### src/rtl/core/fhm_pkg.sv
// ----------------------------------------------------------------------------
// fhm_pkg
// shared widths and result codes of the queued mutex
// ----------------------------------------------------------------------------
package fhm_pkg;

  localparam int unsigned TASKS_DEF = 16;
  localparam int unsigned TASK_W    = 4;
  localparam int unsigned STATUS_W  = 3;

  typedef enum logic [STATUS_W-1:0] {
    ST_ACQUIRED = 3'd0,
    ST_QUEUED   = 3'd1,
    ST_HANDOFF  = 3'd2,
    ST_FREED    = 3'd3,
    ST_IGNORED  = 3'd4,
    ST_DROPPED  = 3'd5
  } status_t;

  typedef enum logic {
    REQ_LOCK   = 1'b0,
    REQ_UNLOCK = 1'b1
  } req_t;

endpackage

### src/rtl/core/fifo_handoff_mutex.sv
// ----------------------------------------------------------------------------
// fifo_handoff_mutex
// hardware mutex with a ring of waiting tasks and direct ownership handoff
// ----------------------------------------------------------------------------
// Each request passes through S_IDLE and S_EXEC: the wait ring is held in a
// synchronous memory, so S_IDLE reads the entry at the ring head and S_EXEC
// applies the lock or unlock, writes the ring tail when a task is
// queued and loads the result register. A new request is taken as soon as the
// previous one has been applied, even while its result still waits to be
// taken; the apply cycle then holds until the result register is free.
// A lock on a held mutex is dropped with status 5 when TASKS tasks already wait.
module fifo_handoff_mutex #(
  parameter int unsigned TASKS = fhm_pkg::TASKS_DEF
) (
  input  logic        clk,
  input  logic        rst_n,
  input  logic        in_tvalid,
  output logic        in_tready,
  input  logic [7:0]  in_tdata,   // [3:0] task_id, [7:4] zero
  input  logic        in_tuser,   // req_type
  output logic        out_tvalid,
  input  logic        out_tready,
  output logic [15:0] out_tdata   // [2:0] status, [6:3] woken_task,
                                  // [10:7] owner_task, [11] is_locked,
                                  // [15:12] zero
);

  localparam int unsigned PTR_W = (TASKS > 1) ? $clog2(TASKS) : 1;
  localparam int unsigned CNT_W = $clog2(TASKS + 1);
  localparam int unsigned TW    = fhm_pkg::TASK_W;

  typedef enum logic {
    S_IDLE,
    S_EXEC
  } state_t;

  state_t               state_r;
  logic                 held_r;
  logic [TW-1:0]        owner_r;
  logic [PTR_W-1:0]     head_r;
  logic [PTR_W-1:0]     tail_r;
  logic [CNT_W-1:0]     count_r;

  logic                 req_unlock_r;
  logic [TW-1:0]        req_task_r;
  logic [TW-1:0]        rd_data_r;

  logic [TW-1:0]        mem [TASKS];

  logic                 out_valid_r;
  fhm_pkg::status_t     out_status_r;
  logic [TW-1:0]        out_woken_r;
  logic [TW-1:0]        out_owner_r;
  logic                 out_locked_r;

  logic                 in_fire;
  logic                 exec_go;
  logic                 mem_we;
  fhm_pkg::status_t     status_nxt;
  logic                 held_nxt;
  logic [TW-1:0]        owner_nxt;
  logic [TW-1:0]        woken_nxt;
  logic [PTR_W-1:0]     head_nxt;
  logic [PTR_W-1:0]     tail_nxt;
  logic [CNT_W-1:0]     count_nxt;
  logic                 ring_full;
  logic                 ring_empty;

  function automatic logic [PTR_W-1:0] ptr_inc(input logic [PTR_W-1:0] p);
    logic [PTR_W:0] n;
    n = {1'b0, p} + {{PTR_W{1'b0}}, 1'b1};
    return (n == (PTR_W+1)'(TASKS)) ? '0 : n[PTR_W-1:0];
  endfunction

  assign in_tready = (state_r == S_IDLE);
  assign in_fire   = in_tvalid && in_tready;
  assign exec_go   = (state_r == S_EXEC) && (!out_valid_r || out_tready);

  assign ring_full  = (count_r == CNT_W'(TASKS));
  assign ring_empty = (count_r == '0);

  always_comb begin
    status_nxt = fhm_pkg::ST_IGNORED;
    held_nxt   = held_r;
    owner_nxt  = owner_r;
    woken_nxt  = '0;
    head_nxt   = head_r;
    tail_nxt   = tail_r;
    count_nxt  = count_r;
    mem_we     = 1'b0;
    if (!req_unlock_r) begin
      if (!held_r) begin
        held_nxt   = 1'b1;
        owner_nxt  = req_task_r;
        status_nxt = fhm_pkg::ST_ACQUIRED;
      end else if (ring_full) begin
        status_nxt = fhm_pkg::ST_DROPPED;
      end else begin
        mem_we     = 1'b1;
        tail_nxt   = ptr_inc(tail_r);
        count_nxt  = count_r + CNT_W'(1);
        status_nxt = fhm_pkg::ST_QUEUED;
      end
    end else begin
      if (!held_r || owner_r != req_task_r) begin
        status_nxt = fhm_pkg::ST_IGNORED;
      end else if (!ring_empty) begin
        woken_nxt  = rd_data_r;
        owner_nxt  = rd_data_r;
        head_nxt   = ptr_inc(head_r);
        count_nxt  = count_r - CNT_W'(1);
        status_nxt = fhm_pkg::ST_HANDOFF;
      end else begin
        held_nxt   = 1'b0;
        owner_nxt  = '0;
        status_nxt = fhm_pkg::ST_FREED;
      end
    end
  end

  // wait ring memory
  always_ff @(posedge clk) begin
    if (exec_go && mem_we) begin
      mem[tail_r] <= req_task_r;
    end
    if (in_fire) begin
      rd_data_r <= mem[head_r];
    end
  end

  always_ff @(posedge clk) begin
    if (in_fire) begin
      req_unlock_r <= (in_tuser == fhm_pkg::REQ_UNLOCK);
      req_task_r   <= in_tdata[TW-1:0];
    end
    if (exec_go) begin
      out_status_r <= status_nxt;
      out_woken_r  <= woken_nxt;
      out_owner_r  <= held_nxt ? owner_nxt : '0;
      out_locked_r <= held_nxt;
    end
  end

  always_ff @(posedge clk) begin
    if (!rst_n) begin
      state_r     <= S_IDLE;
      held_r      <= 1'b0;
      owner_r     <= '0;
      head_r      <= '0;
      tail_r      <= '0;
      count_r     <= '0;
      out_valid_r <= 1'b0;
    end else begin
      if (out_valid_r && out_tready && !exec_go) begin
        out_valid_r <= 1'b0;
      end
      case (state_r)
        S_IDLE: begin
          if (in_fire) begin
            state_r <= S_EXEC;
          end
        end
        S_EXEC: begin
          if (exec_go) begin
            held_r      <= held_nxt;
            owner_r     <= owner_nxt;
            head_r      <= head_nxt;
            tail_r      <= tail_nxt;
            count_r     <= count_nxt;
            out_valid_r <= 1'b1;
            state_r     <= S_IDLE;
          end
        end
        default: begin
          state_r <= S_IDLE;
        end
      endcase
    end
  end

  assign out_tvalid = out_valid_r;
  assign out_tdata  = {4'b0000, out_locked_r, out_owner_r, out_woken_r, out_status_r};

`ifndef SYNTHESIS
  a_count_bound: assert property (@(posedge clk) disable iff (!rst_n)
    count_r <= CNT_W'(TASKS))
    else $error("wait count beyond ring depth");

  a_free_empty: assert property (@(posedge clk) disable iff (!rst_n)
    !held_r |-> (count_r == '0))
    else $error("waiters present on a free mutex");

  a_handoff_owner: assert property (@(posedge clk) disable iff (!rst_n)
    (out_valid_r && out_status_r == fhm_pkg::ST_HANDOFF)
      |-> (out_locked_r && out_owner_r == out_woken_r))
    else $error("handoff result does not name the new owner");

  a_exec_once: assert property (@(posedge clk) disable iff (!rst_n)
    exec_go |=> (state_r == S_IDLE) && out_valid_r)
    else $error("applied request did not produce a result");
`endif

endmodule
### config.mk
export PLATFORM = sky130hd
export DESIGN_NAME = fifo_handoff_mutex
export DESIGN_NICKNAME = d
export VERILOG_FILES = /design/src/rtl/core/fhm_pkg.sv /design/src/rtl/core/fifo_handoff_mutex.sv
export SDC_FILE = /design/constraint.sdc
export NUM_CORES = 1
export LEC_CHECK = 0
export ABC_AREA = 0
export BUFFER_PORTS_ARGS = -buffer_cell sky130_fd_sc_hd__buf_4
export CORE_MARGIN = 2
export CORE_UTILIZATION = 60
export CTS_BUF_LIST = sky130_fd_sc_hd__clkbuf_4 sky130_fd_sc_hd__clkbuf_8
export DETAILED_ROUTE_END_ITERATION = 10
export PLACE_DENSITY = 0.83
export SLEW_MARGIN = 20
export SYNTH_ARGS = -nofsm -noshare
export SYNTH_HDL_FRONTEND = slang
export SYNTH_SLANG_ARGS = --single-unit
### constraint.sdc
create_clock -name clk -period 2.95 [get_ports clk]
set_clock_uncertainty 0.2 [all_clocks]
set_input_delay 0.59 -clock clk [delete_from_list [all_inputs] [get_ports clk]]
set_output_delay 0.59 -clock clk [all_outputs]
set_load 0.05 [all_outputs]
==> impl_results.md <==
* Most used DFF post-synth: edfxtp_1
* Post-route ant nets at 0
* Fmax achieved at 389 MHz
* Layout area overhead at 9.91%
* DPL Wire Length at 5730 µm
* Overall routing resource usage at 22.1%
* Die W at 90.7 µm
* CTS tree: yes
* Starting Density at 62.1%
* Critical Path RT at 3070 ps
* Final critical-path share of the clock period at 87.0%
* Antenna diode count at 0
* Max clock buf depth at 2
* Setup TNS at 0 ps
* Clock Sinks at 105
* Reg clk slew, reported paths at 100 ps
* Power Total at 2.71 mW
* Post_cts resized at 0
* Syn Area/Cell at 13.7 µm²
* Final instance area at 0.00495 mm²
* Root Buffer: clkbuf_8
* CP max FO at 13
* Vias at 2701
* Num CTS Buffers at 9
* I/O pins at 31
* Crit path DAT at 2690 ps
* Synthesized cell area at 0.00451 mm²
* Largest area contributor in the synthesized netlist: edfxtp_1
* DR pass1 iterations at 5
* VDD IR-drop max at 0.000282 V
* Ys async rst share at 0%
* Total grt overflow at 0
* Initial antenna violation count at 0
* Maxcap violations at 0
* FF+latch count, synth at 105
* Setup violators final at 0
* Final Non-Filler Cells at 459
* Yosys cell types at 43
* R2r setup slk at 380 ps
* CTS hold repair buffers at 0
* RSZ-0062 raised after global routing: false
* GPL Wtd Cong at 0.873
* Min Hold Slack at 184 ps
* Seq/Total Area, Yosys at 65.5%
* Max-slew violations at 0
* Post-CTS Setup Bufs at 0
* EDFF count, synth at 85
* Crit path kind: reg -> reg
* Period minus WS final at 2570 ps
* Filler Cell Count at 493
* Number of global-route vias before repair at 2571
* Area contributors post-synth: edfxtp_1 57%, dfxtp_1 8.9%, mux4_2 4.0%
* Fraction of layout instances using a drive strength above 1 at 17.5%
* DRC at 0
* Final Hold Fails at 0
* Standard-cell rows at 31
* DIE AREA at 0.00822 mm²
* Vias/cell at 5.88
* Slew margin rel. at 42.0%
* Placed cell areas at 0.00476 mm²
* Worst setup EP type: flop
* Core box area at 0.00725 mm²
* First-pass GRT wire length at 13600 µm
* Min-Delay Path Class: in -> reg
* Largest net degree at the start of global routing at 28
* Fin nets at 377
* Iteration-0 DRC Markers at 196
* Post-DR wirelength/cell at 18.4 µm
* Overall routed net length at 8460 µm
* Cells after Synth at 329
* Die Ht at 90.7 µm
* Synth top area share at 56.6%
* H-tree levels at 3
* CP Launch Type: flop
* Skew-Pair Late Insertion Delay at 370 ps
* Lkg Pwr at 1.65 nW
* Status: finished, final reports clean
* PwrDens at 547 mW/mm²
* Placed insts at 443
* Buffers on Ports at 22
* Worst-Margin Slew at 868 ps
* Yosys Warn Count at 0
## power by group
group / total [mW] / internal [mW] / switching [mW]
registers: 1.65 / 1.63 / 0.0173
clock network: 0.851 / 0.336 / 0.516
logic: 0.210 / 0.0613 / 0.149
## sequential cells by signal, summed over array words and instances (netlist names)
register / cells
tail_r: 4
owner_r: 4
req_unlock_r: 1
head_r: 4
rd_data_r: 4
state_r: 1
out_locked_r: 1
req_task_r: 4
out_tvalid: 1
count_r: 5
mem: 64
held_r: 1
out_status_r: 3
out_owner_r: 4
out_woken_r: 4
## per-layer routing
metal / wire length, µm / vias to the layer above / GRT usage, %
met1: 3500 / 1294 / 28.7
met2: 4060 / 118 / 35.0
met4: 277 / 0 / 11.3
li1: - / 1265 / -
met3: 620 / 24 / 5.18
met5: 0 / - / 0
## per-stage QoR
step           utilization [%]  setup slack [ps]
6_report                  68.3               382
4_1_cts                   68.3               367
3_3_place_gp              65.7               477
5_1_grt                   68.3               180
2_1_floorplan                -               691
3_5_place_dp              65.7               389
## Yosys cell counts (all sizes together) (5+ instances only)
cell type / number
edfxtp: 85
nand2: 30
nor2: 28
dfxtp: 20
mux2i: 17
a21oi: 16
o21ai: 15
inv: 12
buf: 10
xnor2: 10
ha: 8
mux4: 8
a22oi: 7
and2: 7
clkbuf: 6
nor3: 5
## path summary, 6_finish.rpt
| check | from | endpoint | cells past startpoint |
|---|---|---|---|
| worst max-delay path | req_unlock_r | count_r[4] | 8 |
| worst min-delay path | in_tdata[2] | req_task_r[2] | 1 |
| worst max register to register | req_unlock_r | count_r[4] | 8 |
| worst min register to register | owner_r[3] | owner_r[3] | 2 |
## cells by family (layout without fill, tap and decap cells)
group | after synthesis | count (layout) | synth area share [%]
mux | 29 | 29 | 8.77
other cells | 1 | 4 | 0.0832
flops | 105 | 105 | 65.5
simple gates | 88 | 88 | 9.22
fa+ha+maj | 9 | 9 | 2.67
compound gates | 57 | 57 | 8.44
xor+xnor | 12 | 12 | 2.33
buf+inv | 28 | 56 | 2.97
## worst max-delay path: stages, from the launching register on
cell and delay, ps:
edfxtp_1 370, buf_4 200, inv_1 130, fa_1 420, nor2b_1 120, o21ai_0 130
a2111oi_0 660, a2bb2oi_1 160, nand3_1 120
## cell usage in the layout (no fill, tap or decap), types with 3 or more instances in the layout
master	instances
o21ai_0	15
nor3_1	5
mux2_2	4
inv_6	4
inv_1	12
dfxtp_1	20
edfxtp_1	85
a21oi_1	16
mux2i_1	17
nor4_1	3
a22oi_1	7
conb_1	4
and2_1	7
o31ai_1	3
o22ai_1	3
nand2b_1	3
a221oi_1	4
clkbuf_8	9
ha_1	8
xnor2_1	10
mux4_2	8
buf_4	28
nor2_1	27
nand2_1	30
nor2b_1	4
## cell type report
type	instances	area, µm²	area share, %
sequential	105	2950	59.6
multi-input combinational	199	1430	28.9
timing repair buffer	28	210	4.24
clock buffer	10	131	2.65
tap	99	124	2.50
clock inverter	6	58.8	1.19
inverter	12	45.0	0.909
Power figures use the tool's default switching activity.
